$ cat src/rtl/core/ppid_pkg.sv
// ----------------------------------------------------------------------------
// ppid_pkg
// Types and constants of the pulse peak interval detector.
// ----------------------------------------------------------------------------
package ppid_pkg;

	localparam int IDX_W     = 32;
	localparam int RATE_W    = 16;
	localparam int IMS_W     = 16;
	localparam int MD_W      = 15;
	localparam int REG_IDX_W = 1;

	localparam logic [REG_IDX_W-1:0] REG_SAMPLE_RATE = 1'b0;
	localparam logic [REG_IDX_W-1:0] REG_INIT_TH     = 1'b1;

	localparam logic [RATE_W-1:0] RATE_RESET    = 16'd100;
	localparam logic [MD_W-1:0]   REFR_RST      = 15'd30;
	localparam int                INIT_TH_RESET = 100;

	// floor(x / 10) = (x * RECIP10) >> RECIP10_SH, exact for x < 2^18
	localparam logic [15:0] RECIP10    = 16'd52429;
	localparam int          RECIP10_SH = 19;

	// index difference times 1000 and the serial divider length
	localparam int DVD_W = IDX_W + 10;
	localparam int CNT_W = $clog2(DVD_W);

	typedef struct packed {
		logic             peak;
		logic             ivalid;
		logic [IDX_W-1:0] diff;
	} ppid_job_t;

endpackage

$ cat src/rtl/core/ppid_fifo.sv
// ----------------------------------------------------------------------------
// ppid_fifo
// Two-entry job queue between classifier and interval unit.
// ----------------------------------------------------------------------------
module ppid_fifo (
	input  logic                clk,
	input  logic                arst_n,
	input  logic                push,
	input  ppid_pkg::ppid_job_t push_job,
	output logic                full,
	input  logic                pop,
	output ppid_pkg::ppid_job_t pop_job,
	output logic                not_empty
);
	import ppid_pkg::*;

	localparam int DEPTH = 2;
	localparam int PTR_W = $clog2(DEPTH);

	ppid_job_t        mem_q [DEPTH];
	logic [PTR_W-1:0] wr_ptr_q;
	logic [PTR_W-1:0] rd_ptr_q;
	logic [PTR_W:0]   count_q;

	assign full      = (count_q == (PTR_W+1)'(DEPTH));
	assign not_empty = (count_q != '0);
	assign pop_job   = mem_q[rd_ptr_q];

	always_ff @(posedge clk) begin
		if (push) begin
			mem_q[wr_ptr_q] <= push_job;
		end
	end

	always_ff @(posedge clk or negedge arst_n) begin
		if (!arst_n) begin
			wr_ptr_q <= '0;
			rd_ptr_q <= '0;
			count_q  <= '0;
		end else begin
			if (push) begin
				wr_ptr_q <= wr_ptr_q + 1'b1;
			end
			if (pop) begin
				rd_ptr_q <= rd_ptr_q + 1'b1;
			end
			if (push && !pop) begin
				count_q <= count_q + 1'b1;
			end else if (pop && !push) begin
				count_q <= count_q - 1'b1;
			end
		end
	end
endmodule

$ cat config.mk
export PLATFORM = sky130hd
export DESIGN_NAME = ppid_fifo
export DESIGN_NICKNAME = d
export VERILOG_FILES = /design/src/rtl/core/ppid_pkg.sv /design/src/rtl/core/ppid_fifo.sv
export SDC_FILE = /design/constraint.sdc
export NUM_CORES = 1
export LEC_CHECK = 0
export BUFFER_PORTS_ARGS = -buffer_cell sky130_fd_sc_hd__buf_2
export CORE_UTILIZATION = 45
export CTS_CLUSTER_SIZE = 28
export DETAILED_ROUTE_END_ITERATION = 10
export GPL_ROUTABILITY_DRIVEN = 0
export GPL_TIMING_DRIVEN = 0
export PLACE_DENSITY = 0.71
export SKIP_CTS_REPAIR_TIMING = 1
export SLEW_MARGIN = 25
export SYNTH_ARGS = -nofsm -noshare
export SYNTH_HDL_FRONTEND = slang
export SYNTH_SLANG_ARGS = --single-unit
$ cat constraint.sdc
create_clock -name clk -period 4.2 [get_ports clk]
set_input_delay 0.63 -clock clk [delete_from_list [all_inputs] [get_ports clk]]
set_output_delay 0.63 -clock clk [all_outputs]
set_load 0.02 [all_outputs]
## Word level (Yosys, flattened, before mapping)

Memories as Yosys holds them, arrays and structs flattened.
Cells that the tools add are included.

| operators by class | value |
|---|---|
| add/sub/neg operators | 4 |
| eq/ne operators | 1 |
| muxes and demuxes | 4 |
| reduce and logical (&&, ||, !) cells | 6 |

Operators by type and width:

| cell | number |
|---|---|
| $mux 2 | 2 |
| $reduce_bool 2->1 | 2 |
| $add 1x1->1 const B | 2 |
| $add 2x1->2 const B | 1 |
| $eq 2x2->1 const B | 1 |
| $logic_and 1x1->1 | 2 |
| $logic_not 1->1 | 2 |
| $mux 1 | 2 |
| $sub 2x1->2 const B | 1 |

| word-level totals | value |
|---|---|
| bits in registers | 4 |
| RAM bits | 68 |
| output and inout bits | 36 |
| logic and storage cells | 19 |
| memories | 1 |

Memories:

| memory | depth | bits a word | read ports | clocked after Yosys merged registers in | wr ports | line | text |
|---|---|---|---|---|---|---|---|
| mem_q | 2 | 34 | 1 | 0 | 1 | ppid_fifo.sv:20 | `ppid_job_t mem_q [DEPTH];` |

## Longest topological paths before layout

| logic depth | value |
|---|---|
| depth after elaboration | 4 |
| mapped depth | 5 |
| gate-level depth less buffers | 5 |

## Worst setup path before layout

Ideal clock, no wire load.

| timing path | value |
|---|---|
| path type | in2reg |
| from | input port push |
| to | memory mem_q[0][0] (netlist bit), enable pin |
| library setup time | 0.429 ns |
| arrival time | 2.163 ns |
| data required time | 3.771 ns |
| path slack | 1.608 ns |
| stages | 1 |
| path buffers | 0 |
| cells stage by stage | nor2b_1 |

| on the way | value |
|---|---|
| word-level cells in the longest chain between the ends | 2 |

RTL lines:

| item | line | text |
|---|---|---|
| start: declaration | ppid_fifo.sv:8 | `input logic push,` |
| $mux 1 | ppid_fifo.sv:30 | `if (push) begin` |
| $mux 1 (not written as such) | ppid_fifo.sv:31 | `mem_q[wr_ptr_q] <= push_job;` |
| end: declaration | ppid_fifo.sv:20 |  |

Every way passes these cells.

==> results.sh <==
export IMPL_status="finished, final reports clean"
export IMPL_start_util=0.469
export IMPL_reg2reg_depth=2
export IMPL_antenna_found_initial=0
export IMPL_cts_num_sinks=72
export IMPL_path_cells="buf_6, buf_12, mux2_4, buf_2"
export IMPL_ys_types=14
export IMPL_grt_overflow=0
export IMPL_worst_pin_slew_ns=0.517
export IMPL_grt_pass1_wl_microns=6070
export IMPL_dp_cells=272
export IMPL_slew_viol_final=0
export IMPL_r2r_start="wr_ptr_q$_DFFE_PN0P_"
export IMPL_globalRouteTotalUtil=0.134
export IMPL_fin_cells=286
export IMPL_wire_per_inst_microns=14.2
export IMPL_reg2reg_to="mem_q[0][9]$_DFFE_PP_"
export IMPL_avgSynthCellArea_sq_um=22.9
export IMPL_num_rows=28
export IMPL_netlist_instances=122
export IMPL_numPortBuffers=73
export IMPL_max_cap_viol_count=0
export IMPL_drt_iter0_drc=60
export IMPL_design_area_sq_mm=0.00346
export IMPL_htree_levels=3
export IMPL_grt_max_degree=21
export IMPL_path_clk_slew_ns=0.06
export IMPL_grt_pass1_vias=1325
export IMPL_cp_required_ns=3.57
export IMPL_ys_ff_latch=72
export IMPL_period_share=0.500
export IMPL_clock_path_buffers=2
export IMPL_worstSetupStartpointType="flip-flop"
export IMPL_crit_fanout=10
export IMPL_syn_area_sq_mm=0.00279
export IMPL_hold_viol=0
export IMPL_max_freq_mhz=476
export IMPL_area_delta_synth_final_pct=23.8
export IMPL_dieHeight_microns=80.8
export IMPL_crit_path_max_incr_delay_ns=0.37
export IMPL_fin_tns_setup_ns=0
export IMPL_vdd_ir_drop_max_mv=0.348
export IMPL_route_detailed_drc=0
export IMPL_first_pass_iters=4
export IMPL_finalSetupViolations=0
export IMPL_crit_end="pop_job[5]"
export IMPL_io_pins=74
export IMPL_crit_path_end_kind="output port"
export IMPL_fin_crit_ns=2.10
export IMPL_synth_seq_area_share=0.767
export IMPL_skew_ns=0.00480
export IMPL_fin_util=0.581
export IMPL_cts_buffers_inserted=9
export IMPL_cts_root_buf="clkbuf_8"
export IMPL_insertion_delay_ns=0.33
export IMPL_critPathLaunch="rd_ptr_q$_DFFE_PN0P_"
export IMPL_fp_dieW_microns=80.8
export IMPL_die_area_sq_mm=0.00653
export IMPL_slew_limit_headroom=0.654
export IMPL_drive_gt1_frac=0.592
export IMPL_diodes=0
export IMPL_critical_path_arrival_ns=1.47
export IMPL_drt_total_wl_microns=4060
export IMPL_critPathSlowestCell="dfrtp_1"
export IMPL_cts_tree="done"
export IMPL_r2r_setup_slack_ns=2.79
export IMPL_core_area_sq_mm=0.00596
export IMPL_num_fill_cells=474
export IMPL_powerDensity_mw_per_mm2=673
export IMPL_p_leak_nw=1.41
export IMPL_fin_nets=247
export IMPL_critical_path_class="reg -> out"
export IMPL_placed_cell_area_sq_mm=0.00332
export IMPL_grt_setup_unrepaired="no"
export IMPL_syn_nets=161
export IMPL_hold_class="in -> async"
export IMPL_power_mw=2.33
export IMPL_ant_nets=0
export IMPL_num_vias=1341
export IMPL_via_per_inst=4.69
export IMPL_hpwl_microns=2790
export IMPL_yosysWarnings=0
[layer usage]
layer / track usage / routed length [microns] / vias up
li1: - / - / 638
met1: 0.155 / 1780 / 643
met2: 0.216 / 1970 / 54
met3: 0.0371 / 263 / 6
met4: 0.0964 / 44 / 0
met5: 0 / 0 / -
[kinds of logic (layout without fill, tap and decap cells)]
family / after synthesis / in the layout / share of synthesized area
flops: 72 / 72 / 0.767
mux: 34 / 34 / 0.176
xor+xnor: 5 / 5 / 0.0157
simple gates: 5 / 5 / 0.0103
buf+inv: 5 / 94 / 0.0269
fa+ha+maj: 1 / 1 / 0.00448
[critical path: cells and delay by family (launching register included)]
kind | cells | cell delay [ns]
buffers and inverters | 3 | 0.46
flip-flops | 1 | 0.37
multiplexers | 1 | 0.30
[cell usage in the layout, fill, tap and decap left out]
cell	count
mux2_2	5
nor2_1	1
xnor2_1	1
nor2b_4	1
clkbuf_8	9
ha_1	1
inv_1	1
mux2_4	29
or2_2	1
buf_6	1
buf_12	3
nor2b_1	1
edfxtp_1	68
buf_16	2
clkbuf_1	2
buf_2	73
clkinv_1	3
and2_2	1
xor2_1	4
dfrtp_1	4
[power by group]
group | leakage (nW) | switching [mW] | internal [mW]
Clock | 0.0718 | 0.211 | 0.202
Combinational | 0.654 | 0.470 | 0.445
Sequential | 0.685 | 0.0451 | 0.956
[per-stage QoR]
step	hold slack [ns]	worst slack, ns
4_1_cts	0.0736	2.08
3_5_place_dp	0.441	2.38
5_1_grt	0.0860	2.06
3_3_place_gp	0.439	0.559
6_report	0.0936	2.10
2_1_floorplan	0.334	1.61
[Yosys cell counts (all sizes together)]
cell type | number | area (sq um)
xnor2 | 1 | 8.76
ha | 1 | 12.5
edfxtp | 68 | 2040
nor2 | 1 | 3.75
nor2b | 2 | 12.5
and2 | 1 | 6.26
or2 | 1 | 6.26
dfrtp | 4 | 100
xor2 | 4 | 35.0
mux2 | 34 | 492
inv | 1 | 3.75
buf | 4 | 71.3
[state kept, by name (all words and copies together) (netlist names)]
name / count
mem_q: 68
count_q: 2
rd_ptr_q: 1
wr_ptr_q: 1
[layout make-up]
class | count | area (sq um) | area share
repair buffers | 75 | 420 | 0.122
flip-flops and latches | 72 | 2140 | 0.619
multi-input cells | 45 | 586 | 0.169
inverters | 1 | 3.75 | 0.00108
clock inverters | 3 | 11.3 | 0.00325
plain buffers | 4 | 71.3 | 0.0206
well taps | 75 | 93.8 | 0.0271
clock buffers | 11 | 131 | 0.0380
[worst min path at each step]
stage                     slack (ns)  cells past startpoint                     end
after floorplan                 0.33                      0  count_q[0]$_DFFE_PN0P_
after global placement          0.44                      1  count_q[1]$_DFFE_PN0P_
after detailed placement        0.44                      1  count_q[1]$_DFFE_PN0P_
after CTS                       0.07                      1  count_q[1]$_DFFE_PN0P_
after global routing            0.09                      1  count_q[1]$_DFFE_PN0P_
final                           0.09                      1  count_q[1]$_DFFE_PN0P_
No activity file was read; power rests on OpenSTA's default activity.
