File: src/rtl/core/ppid_pkg.sv
// ----------------------------------------------------------------------------
// ppid_pkg
// Types and constants of the pulse peak interval detector.
// ----------------------------------------------------------------------------
package ppid_pkg;

	localparam int IDX_W     = 32;
	localparam int RATE_W    = 16;
	localparam int IMS_W     = 16;
	localparam int MD_W      = 15;
	localparam int REG_IDX_W = 1;

	localparam logic [REG_IDX_W-1:0] REG_SAMPLE_RATE = 1'b0;
	localparam logic [REG_IDX_W-1:0] REG_INIT_TH     = 1'b1;

	localparam logic [RATE_W-1:0] RATE_RESET    = 16'd100;
	localparam logic [MD_W-1:0]   REFR_RST      = 15'd30;
	localparam int                INIT_TH_RESET = 100;

	// floor(x / 10) = (x * RECIP10) >> RECIP10_SH, exact for x < 2^18
	localparam logic [15:0] RECIP10    = 16'd52429;
	localparam int          RECIP10_SH = 19;

	// index difference times 1000 and the serial divider length
	localparam int DVD_W = IDX_W + 10;
	localparam int CNT_W = $clog2(DVD_W);

	typedef struct packed {
		logic             peak;
		logic             ivalid;
		logic [IDX_W-1:0] diff;
	} ppid_job_t;

endpackage

File: src/rtl/core/ppid_out_if.sv
// ----------------------------------------------------------------------------
// ppid_out_if
// Result channel: valid/ready with peak flag and beat interval.
// ----------------------------------------------------------------------------
interface ppid_out_if;
	import ppid_pkg::*;

	logic             valid;
	logic             ready;
	logic             peak_found;
	logic             interval_valid;
	logic [IMS_W-1:0] interval_ms;

	modport source (output valid, peak_found, interval_valid, interval_ms, input ready);
	modport sink   (input valid, peak_found, interval_valid, interval_ms, output ready);
endinterface

File: src/rtl/core/ppid_back.sv
// ----------------------------------------------------------------------------
// ppid_back
// Beat interval unit: serial divide of difference * 1000 by the rate.
// ----------------------------------------------------------------------------
module ppid_back (
	input  logic                        clk,
	input  logic                        arst_n,
	input  ppid_pkg::ppid_job_t         job,
	input  logic                        job_valid,
	output logic                        job_pop,
	input  logic [ppid_pkg::RATE_W-1:0] rate,
	ppid_out_if.source                  results
);
	import ppid_pkg::*;

	localparam logic [1:0] B_IDLE = 2'd0;
	localparam logic [1:0] B_DIV  = 2'd1;
	localparam logic [1:0] B_HOLD = 2'd2;

	logic [1:0]        state_q;
	logic [DVD_W-1:0]  dvd_q;
	logic [RATE_W-1:0] rem_q;
	logic [CNT_W-1:0]  cnt_q;
	logic              ovalid_q;
	logic              peak_q;
	logic              iv_q;
	logic [IMS_W-1:0]  ms_q;

	logic              out_free;
	logic              ovalid_set;
	logic [DVD_W-1:0]  dvd_load;
	logic [RATE_W:0]   shifted;
	logic [RATE_W:0]   trial;
	logic              ge;
	logic [IMS_W-1:0]  sat;

	assign out_free   = !ovalid_q || results.ready;
	assign job_pop    = (state_q == B_IDLE) && job_valid && (job.ivalid || out_free);
	assign ovalid_set = (job_pop && !job.ivalid) || ((state_q == B_HOLD) && out_free);
	assign dvd_load = (DVD_W'(job.diff) << 10) - (DVD_W'(job.diff) << 4) -
	                  (DVD_W'(job.diff) << 3);
	assign shifted  = {rem_q, dvd_q[DVD_W-1]};
	assign trial    = shifted - {1'b0, rate};
	assign ge       = shifted >= {1'b0, rate};
	assign sat      = (|dvd_q[DVD_W-1:IMS_W]) ? '1 : dvd_q[IMS_W-1:0];

	assign results.valid          = ovalid_q;
	assign results.peak_found     = peak_q;
	assign results.interval_valid = iv_q;
	assign results.interval_ms    = ms_q;

	always_ff @(posedge clk or negedge arst_n) begin
		if (!arst_n) begin
			state_q  <= B_IDLE;
			dvd_q    <= '0;
			rem_q    <= '0;
			cnt_q    <= '0;
			ovalid_q <= 1'b0;
			peak_q   <= 1'b0;
			iv_q     <= 1'b0;
			ms_q     <= '0;
		end else begin
			if (ovalid_set) begin
				ovalid_q <= 1'b1;
			end else if (results.ready) begin
				ovalid_q <= 1'b0;
			end
			case (state_q)
				B_IDLE: begin
					if (job_pop) begin
						if (job.ivalid) begin
							dvd_q   <= dvd_load;
							rem_q   <= '0;
							cnt_q   <= CNT_W'(DVD_W - 1);
							state_q <= B_DIV;
						end else begin
							peak_q   <= job.peak;
							iv_q     <= 1'b0;
							ms_q     <= '0;
						end
					end
				end
				B_DIV: begin
					dvd_q <= {dvd_q[DVD_W-2:0], ge};
					rem_q <= ge ? trial[RATE_W-1:0] : shifted[RATE_W-1:0];
					if (cnt_q == '0) begin
						state_q <= B_HOLD;
					end else begin
						cnt_q <= cnt_q - 1'b1;
					end
				end
				B_HOLD: begin
					if (out_free) begin
						peak_q   <= 1'b1;
						iv_q     <= 1'b1;
						ms_q     <= sat;
						state_q  <= B_IDLE;
					end
				end
				default: state_q <= B_IDLE;
			endcase
		end
	end
endmodule

File: src/flat_wrapper.sv
// flat-port wrapper written by rule: the top's interface ports become plain ports
module ppid_back_flat import ppid_pkg::*;
  (clk, arst_n, job, job_valid, job_pop, rate, results_valid, results_peak_found, results_interval_valid, results_interval_ms, results_ready);
  ppid_out_if results_i ();
  input  logic clk;
  input  logic arst_n;
  input  ppid_pkg::ppid_job_t job;
  input  logic job_valid;
  output logic job_pop;
  input  logic [ppid_pkg::RATE_W-1:0] rate;
  output wire logic [$bits(results_i.valid)-1:0] results_valid;
  output wire logic [$bits(results_i.peak_found)-1:0] results_peak_found;
  output wire logic [$bits(results_i.interval_valid)-1:0] results_interval_valid;
  output wire logic [$bits(results_i.interval_ms)-1:0] results_interval_ms;
  input wire logic [$bits(results_i.ready)-1:0] results_ready;
  assign results_valid = results_i.valid;
  assign results_peak_found = results_i.peak_found;
  assign results_interval_valid = results_i.interval_valid;
  assign results_interval_ms = results_i.interval_ms;
  assign results_i.ready = results_ready;
  ppid_back u_core (.clk(clk), .arst_n(arst_n), .job(job), .job_valid(job_valid), .job_pop(job_pop), .rate(rate), .results(results_i));
endmodule
File: config.mk
export PLATFORM = sky130hd
export DESIGN_NAME = ppid_back_flat
export DESIGN_NICKNAME = d
export VERILOG_FILES = /design/src/rtl/core/ppid_pkg.sv /design/src/rtl/core/ppid_out_if.sv /design/src/rtl/core/ppid_back.sv /design/src/flat_wrapper.sv
export SDC_FILE = /design/constraint.sdc
export NUM_CORES = 1
export LEC_CHECK = 0
export BUFFER_PORTS_ARGS = -buffer_cell sky130_fd_sc_hd__clkbuf_2
export CAP_MARGIN = 20
export CELL_PAD_IN_SITES_DETAIL_PLACEMENT = 1
export CELL_PAD_IN_SITES_GLOBAL_PLACEMENT = 1
export CORE_MARGIN = 5
export CORE_UTILIZATION = 29
export DETAILED_ROUTE_END_ITERATION = 8
export PLACE_DENSITY_LB_ADDON = 0.1
export REMOVE_ABC_BUFFERS = 1
export SYNTH_ARGS = -nofsm -noshare
export SYNTH_HDL_FRONTEND = slang
export SYNTH_SLANG_ARGS = --single-unit
File: constraint.sdc
create_clock -name clk -period 4.3 [get_ports clk]
set_clock_uncertainty 0.2 [all_clocks]
set_input_delay 0.215 -clock clk [delete_from_list [all_inputs] [get_ports clk]]
set_output_delay 0.215 -clock clk [all_outputs]
set_load 0.01 [all_outputs]
# Yosys cells after proc, flatten, opt, wreduce, memory -nomap -nowiden
# Cells that the tools add are included.
# W data, S select, Z words.
[totals]
reg_bits = 85
latch_bits = 0
mem_bits_rw = 0
rom_bits = 0
in_bits = 54
out_inout_bits = 20
elab_cells = 70
memories = 0
[classes]
n_addsub = 4
multipliers = 0
div_mod_pow = 0
n_lt_le_gt_ge = 1
eq_ne = 8
n_shift = 0
n_mux = 30
bitwise_logic = 0
n_reduce_logical = 19
[ops]
columns = ["operator", "n"]
rows = [
  ["$mux W16", 7],
  ["$mux W42", 2],
  ["$pmux W42 S2", 1],
  ["$pmux W16 S2", 2],
  ["$sub A42 B35 Y42", 1],
  ["$sub A42 B36 Y42", 1],
  ["$reduce_or A26 Y1", 1],
  ["$mux W6", 3],
  ["$ge A17 B16 Y1", 1],
  ["$sub A16 B16 Y16", 1],
  ["$pmux W6 S2", 1],
  ["$reduce_and A4 Y1", 3],
  ["$mux W2", 4],
  ["$mux W1", 7],
  ["$logic_not A6 Y1", 1],
  ["$ne A2 B1 Y1 const B", 3],
  ["$ne A2 B2 Y1 const B", 3],
  ["$pmux W2 S3", 1],
  ["$reduce_bool A2 Y1", 3],
  ["$sub A6 B1 Y6 const B", 1],
  ["$logic_and A1 B1 Y1", 4],
  ["$pmux W1 S2", 2],
  ["$logic_or A1 B1 Y1", 3],
  ["$reduce_and A3 Y1", 1],
  ["other kinds (4)", 5],
]

# Logic depth before layout (Yosys ltp)
[depth]
depth_word = 7
depth_mapped = 14

# Worst setup path after synthesis
# OpenSTA, ideal clock, no wires.
[synth_path]
path_type = "input to register"
from = "in job[0] (netlist name)"
to = "reg u_core.dvd_q[41]"
t_arrival_ns = 2.790
setup_slack_ns = 1.217
stages = 13
cell_sequence = "inv_1 -> fa_1 -> inv_1 -> ha_1 -> a21oi_1 -> o21a_1 -> or2_1 -> o311ai_2 -> nand2_1 -> o41a_1 -> o211ai_2 -> xnor2_1 -> a221oi_2"
[synth_via]
elab_chain_cells = 5
[synth_lines]
columns = ["item", "line", "rtl"]
rows = [
  ["start, declared", "flat_wrapper.sv:7", "input ppid_pkg::ppid_job_t job;"],
  ["$sub A42 B36 Y42", "ppid_back.sv:40", "assign dvd_load = (DVD_W'(job.diff) << 10) - (DVD_W'(job.diff) << 4) -"],
  ["$sub A42 B35 Y42 *", "ppid_back.sv:40", ""],
  ["$mux W42 *", "ppid_back.sv:71", "if (job.ivalid) begin"],
  ["$mux W42 *", "ppid_back.sv:70", "if (job_pop) begin"],
  ["$pmux W42 S2 *", "ppid_back.sv:68", "case (state_q)"],
  ["end signal, assigned", "ppid_back.sv:72", "dvd_q <= dvd_load;"],
  ["end signal, assigned", "ppid_back.sv:84", "dvd_q <= {dvd_q[DVD_W-2:0], ge};"],
  ["end, declared", "ppid_back.sv:21", "logic [DVD_W-1:0] dvd_q;"],
]
# Mark *: on every way between the ends. The rest lies on a longest branch, timed or not. The select of a mux whose other input is x is not followed.
# A chain may end at the register's enable or synchronous reset.

# Worst setup path in the final report
[layout_path]
from = "in job[0] (netlist name)"
to = "reg u_core.dvd_q[36]"
# The elaborated chain is that of the path after synthesis.

==> impl_metrics.yaml <==
sta:
  drv_slew: 0
  finalHoldViolations: 0
  rsz0062_at_grt: "false"
  fin_tns_setup_ps: 0
  fin_crit_ps: 3270
  slew_headroom_pct: 33.6
  hold_ws_ps: 14.5
  max_freq_mhz: 306
  post-route-period-util_pct: 76.0
  worst_pin_slew_ps: 996
  setup_violations: 0
synth:
  syn_avg_cell_area_sq_um: 8.29
  seq_area_frac_synth_pct: 28.8
  synth_fa_ha_area_share_pct: 18.2
  synth_cells: 892
  synth_edf_count: 0
  synth_most_common_cell: "nand2_1"
  yosys_warnings: 0
  synth_top_area_cell: "dfrtp_1"
  yosysTopAreaCellShare_pct: 28.8
  yosys.area_share.simple_pct: 15.8
  ys_seq_elements: 85
  ys_top_cells_by_area: "dfrtp_1 29%, ha_1 11%, fa_1 7.0%"
  netlist_area_sq_um: 7390
  yosys.cell_types.count: 66
  synthMuxAreaShare_pct: 2.17
  synth_xor_area_share_pct: 5.93
  async_flop_share_pct: 100
  synth_commonest_cells: "110 x nand2_1, 85 x dfrtp_1, 74 x o21ai_0"
  ys_dominant_reg_cell: "dfrtp_1"
  synth_top_family_by_area: "compound AO/OA/AOI/OAI gates"
  synth-compound-area-share_pct: 22.9
clock_network:
  cts.path.max_buffers: 2
  htreeDepth: 3
  cts_tree: "yes"
  cts_buffers: 9
  clock-sinks: 85
  path_clk_slew_ps: 60
  clk_latency_ps: 350
  root_buffer: "clkbuf_16"
detailed_routing:
  drc: 0
  dr.pass1.iters: 4
  routedWlPerCell_microns: 17.0
  viasPerCell: 5.04
  ant_nets: 0
  num_vias: 6440
  wirelength_mm: 21.7
  dr.first_iter.drc_count: 248
power:
  leakage_nw: 3.87
  power.density_nw_per_um2: 632
  irDropWorstVdd_mv: 0.273
  p_total_mw: 5.32
setup_path:
  critPathBufInv: 3
  cp_top_family: "compound AO/OA/AOI/OAI gates"
  crit_start: "job[0]"
  r2r_start: "u_core.rem_q[0]"
  critPathArrivalTime_ps: 3330
  path_cells: "clkbuf_2, inv_1, fa_1, inv_1, ha_1, and4_1, a41o_1, a31oi_1, o211ai_1, o21ai_1, o21ai_0, xnor2_1, a21oi_1, o21ai_0"
  crit_end: "u_core.dvd_q[36]"
  reg2reg_slack_ps: 1250
  crit_required_ps: 4360
  crit_path_max_fanout: 7
  critPathKind: "in -> reg"
  start_kind: "primary input"
  end_kind: "flip-flop"
  r2r-end: "u_core.rem_q[8]"
  critical-path-max-stage-delay_ps: 550
  reg2reg_depth: 11
  slowest_stage: "fa_1"
  crit_cells: 14
floorplan:
  die_area_sq_um: 28800
  dieWidth_microns: 170
  io_pins: 74
  rows: 58
  initial_core_util_pct: 29.4
  core_sq_um: 25100
  die_h_microns: 170
global_route:
  grt_max_degree: 60
  grt_use_total_pct: 15.6
  grt.overflow.total: 0
  grt_pass1_wl_mm: 37.0
  grt_pass1_vias: 6928
  antenna_found_initial: 0
finish:
  nNetsFinal: 1088
  area_growth_pct: 13.7
  layout-drive-gt1-share_pct: 11.6
  fin_util_pct: 33.5
  antenna_cells: 0
placement:
  place_hpwl_mm: 17.2
  place_congestion: 0.789
  port_buffers: 73
status:
  status: "finished, final reports clean"
job:
  maxCapViolCount: 0
hold_path:
  hp-class: "in -> reg"
metrics by stage:
stage / std cells / cell area, sq um / worst slack, ps
after global placement: 1258 / 8060 / 733
after detailed placement: 1258 / 8060 / 645
after CTS: 1277 / 8410 / 996
after floorplan: 845 / 7190 / 1090
final: 1277 / 8410 / 1030
after global routing: 1277 / 8410 / 721
worst reg2reg max path, cell delays in order (launching register included):
cell and delay [ps]:
dfrtp_1 400, ha_1 300, nor2b_1 130, o21a_1 140
o21ai_1 120, a211o_1 320, a311o_1 390, o21a_1 230
a2bb2oi_2 160, buf_4 230, mux2i_1 210, o21ai_1 80
kinds of logic (layout without fill, tap and decap cells):
group	after synthesis	count (layout)
and+or+nand+nor	255	255
DFF	85	85
xor gates and xnor gates	50	50
AOI/OAI and AO/OA	277	277
buffers and inverters	117	172
adders and majority gates	92	92
muxes	16	16
report_power, final:
group	switching (mW)	internal [mW]	total (mW)
combinational	1.70	1.24	2.93
sequential	0.316	1.21	1.53
clock	0.343	0.512	0.855
total	2.36	2.96	5.32
final cells by class:
cell class / instances / area [sq um]
clock buffer: 11 / 233
clock inverter: 5 / 85.1
fill: 3054 / 16700
inverter: 70 / 263
multi-input combinational: 690 / 4810
sequential: 85 / 2130
tap: 330 / 413
timing repair buffer: 86 / 473
what timing repair did:
action,CTS,global route
gates resized for setup,0,0
setup buffers,0,0
endpoints found under the hold margin,60,0
hold buffers,3,0
state kept, by name, indices dropped and copies added, names as in the netlist:
register and count:
u_core.results.valid 1, u_core.rem_q 16, u_core.dvd_q 42, u_core.results.interval_valid 1
u_core.results.interval_ms 16, u_core.results.peak_found 1, u_core.state_q 2, u_core.cnt_q 6
layout by cell type (no fill, tap or decap), types with 3 or more instances in the layout:
master / netlist / layout
o21a_1: 8 / 8
mux2i_1: 16 / 16
a21o_1: 15 / 15
o22ai_1: 26 / 26
nand4_1: 15 / 15
o21ai_0: 74 / 74
and3_1: 5 / 5
dlygate4sd3_1: 0 / 3
a22o_1: 5 / 5
o21ai_1: 28 / 28
inv_1: 70 / 70
nand2b_1: 4 / 4
or3_1: 12 / 12
a2bb2oi_1: 3 / 3
nor4_1: 11 / 11
clkbuf_16: 0 / 9
nor2b_1: 4 / 4
o21bai_1: 4 / 4
a21oi_1: 68 / 68
buf_4: 1 / 11
nand3_1: 15 / 15
xnor2_1: 36 / 36
xor2_1: 14 / 14
nor3_1: 10 / 10
o211ai_1: 6 / 6
or2_2: 5 / 5
a31oi_1: 8 / 8
clkbuf_2: 1 / 72
ha_1: 66 / 66
nand2_1: 110 / 110
dfrtp_1: 85 / 85
nor2_1: 55 / 54
o221ai_1: 4 / 4
fa_1: 26 / 26
worst min path at each step:
stage	from	end	slack, ps	cells after the start
3_3_place_gp	arst_n	u_core.results.interval_ms[5]	160	1
2_1_floorplan	arst_n	u_core.cnt_q[0]	-280	0
5_1_grt	job[28]	u_core.dvd_q[38]	20	3
3_5_place_dp	arst_n	u_core.results.interval_ms[5]	170	1
4_1_cts	job[28]	u_core.dvd_q[38]	6	3
6_report	job[28]	u_core.dvd_q[38]	10	3
metal layers:
metal | global-route usage (%) | part of all wire [%] | routed length [microns] | vias to the layer above
met5 | 0 | 0 | 0 | -
met1 | 23.2 | 52 | 11400 | 3091
li1 | - | - | - | 3248
met4 | 3.54 | 0.89 | 193 | 0
met3 | 1.84 | 2.8 | 600 | 10
met2 | 24.4 | 44 | 9520 | 91
Note: power is estimated with default switching activity, not from simulation.
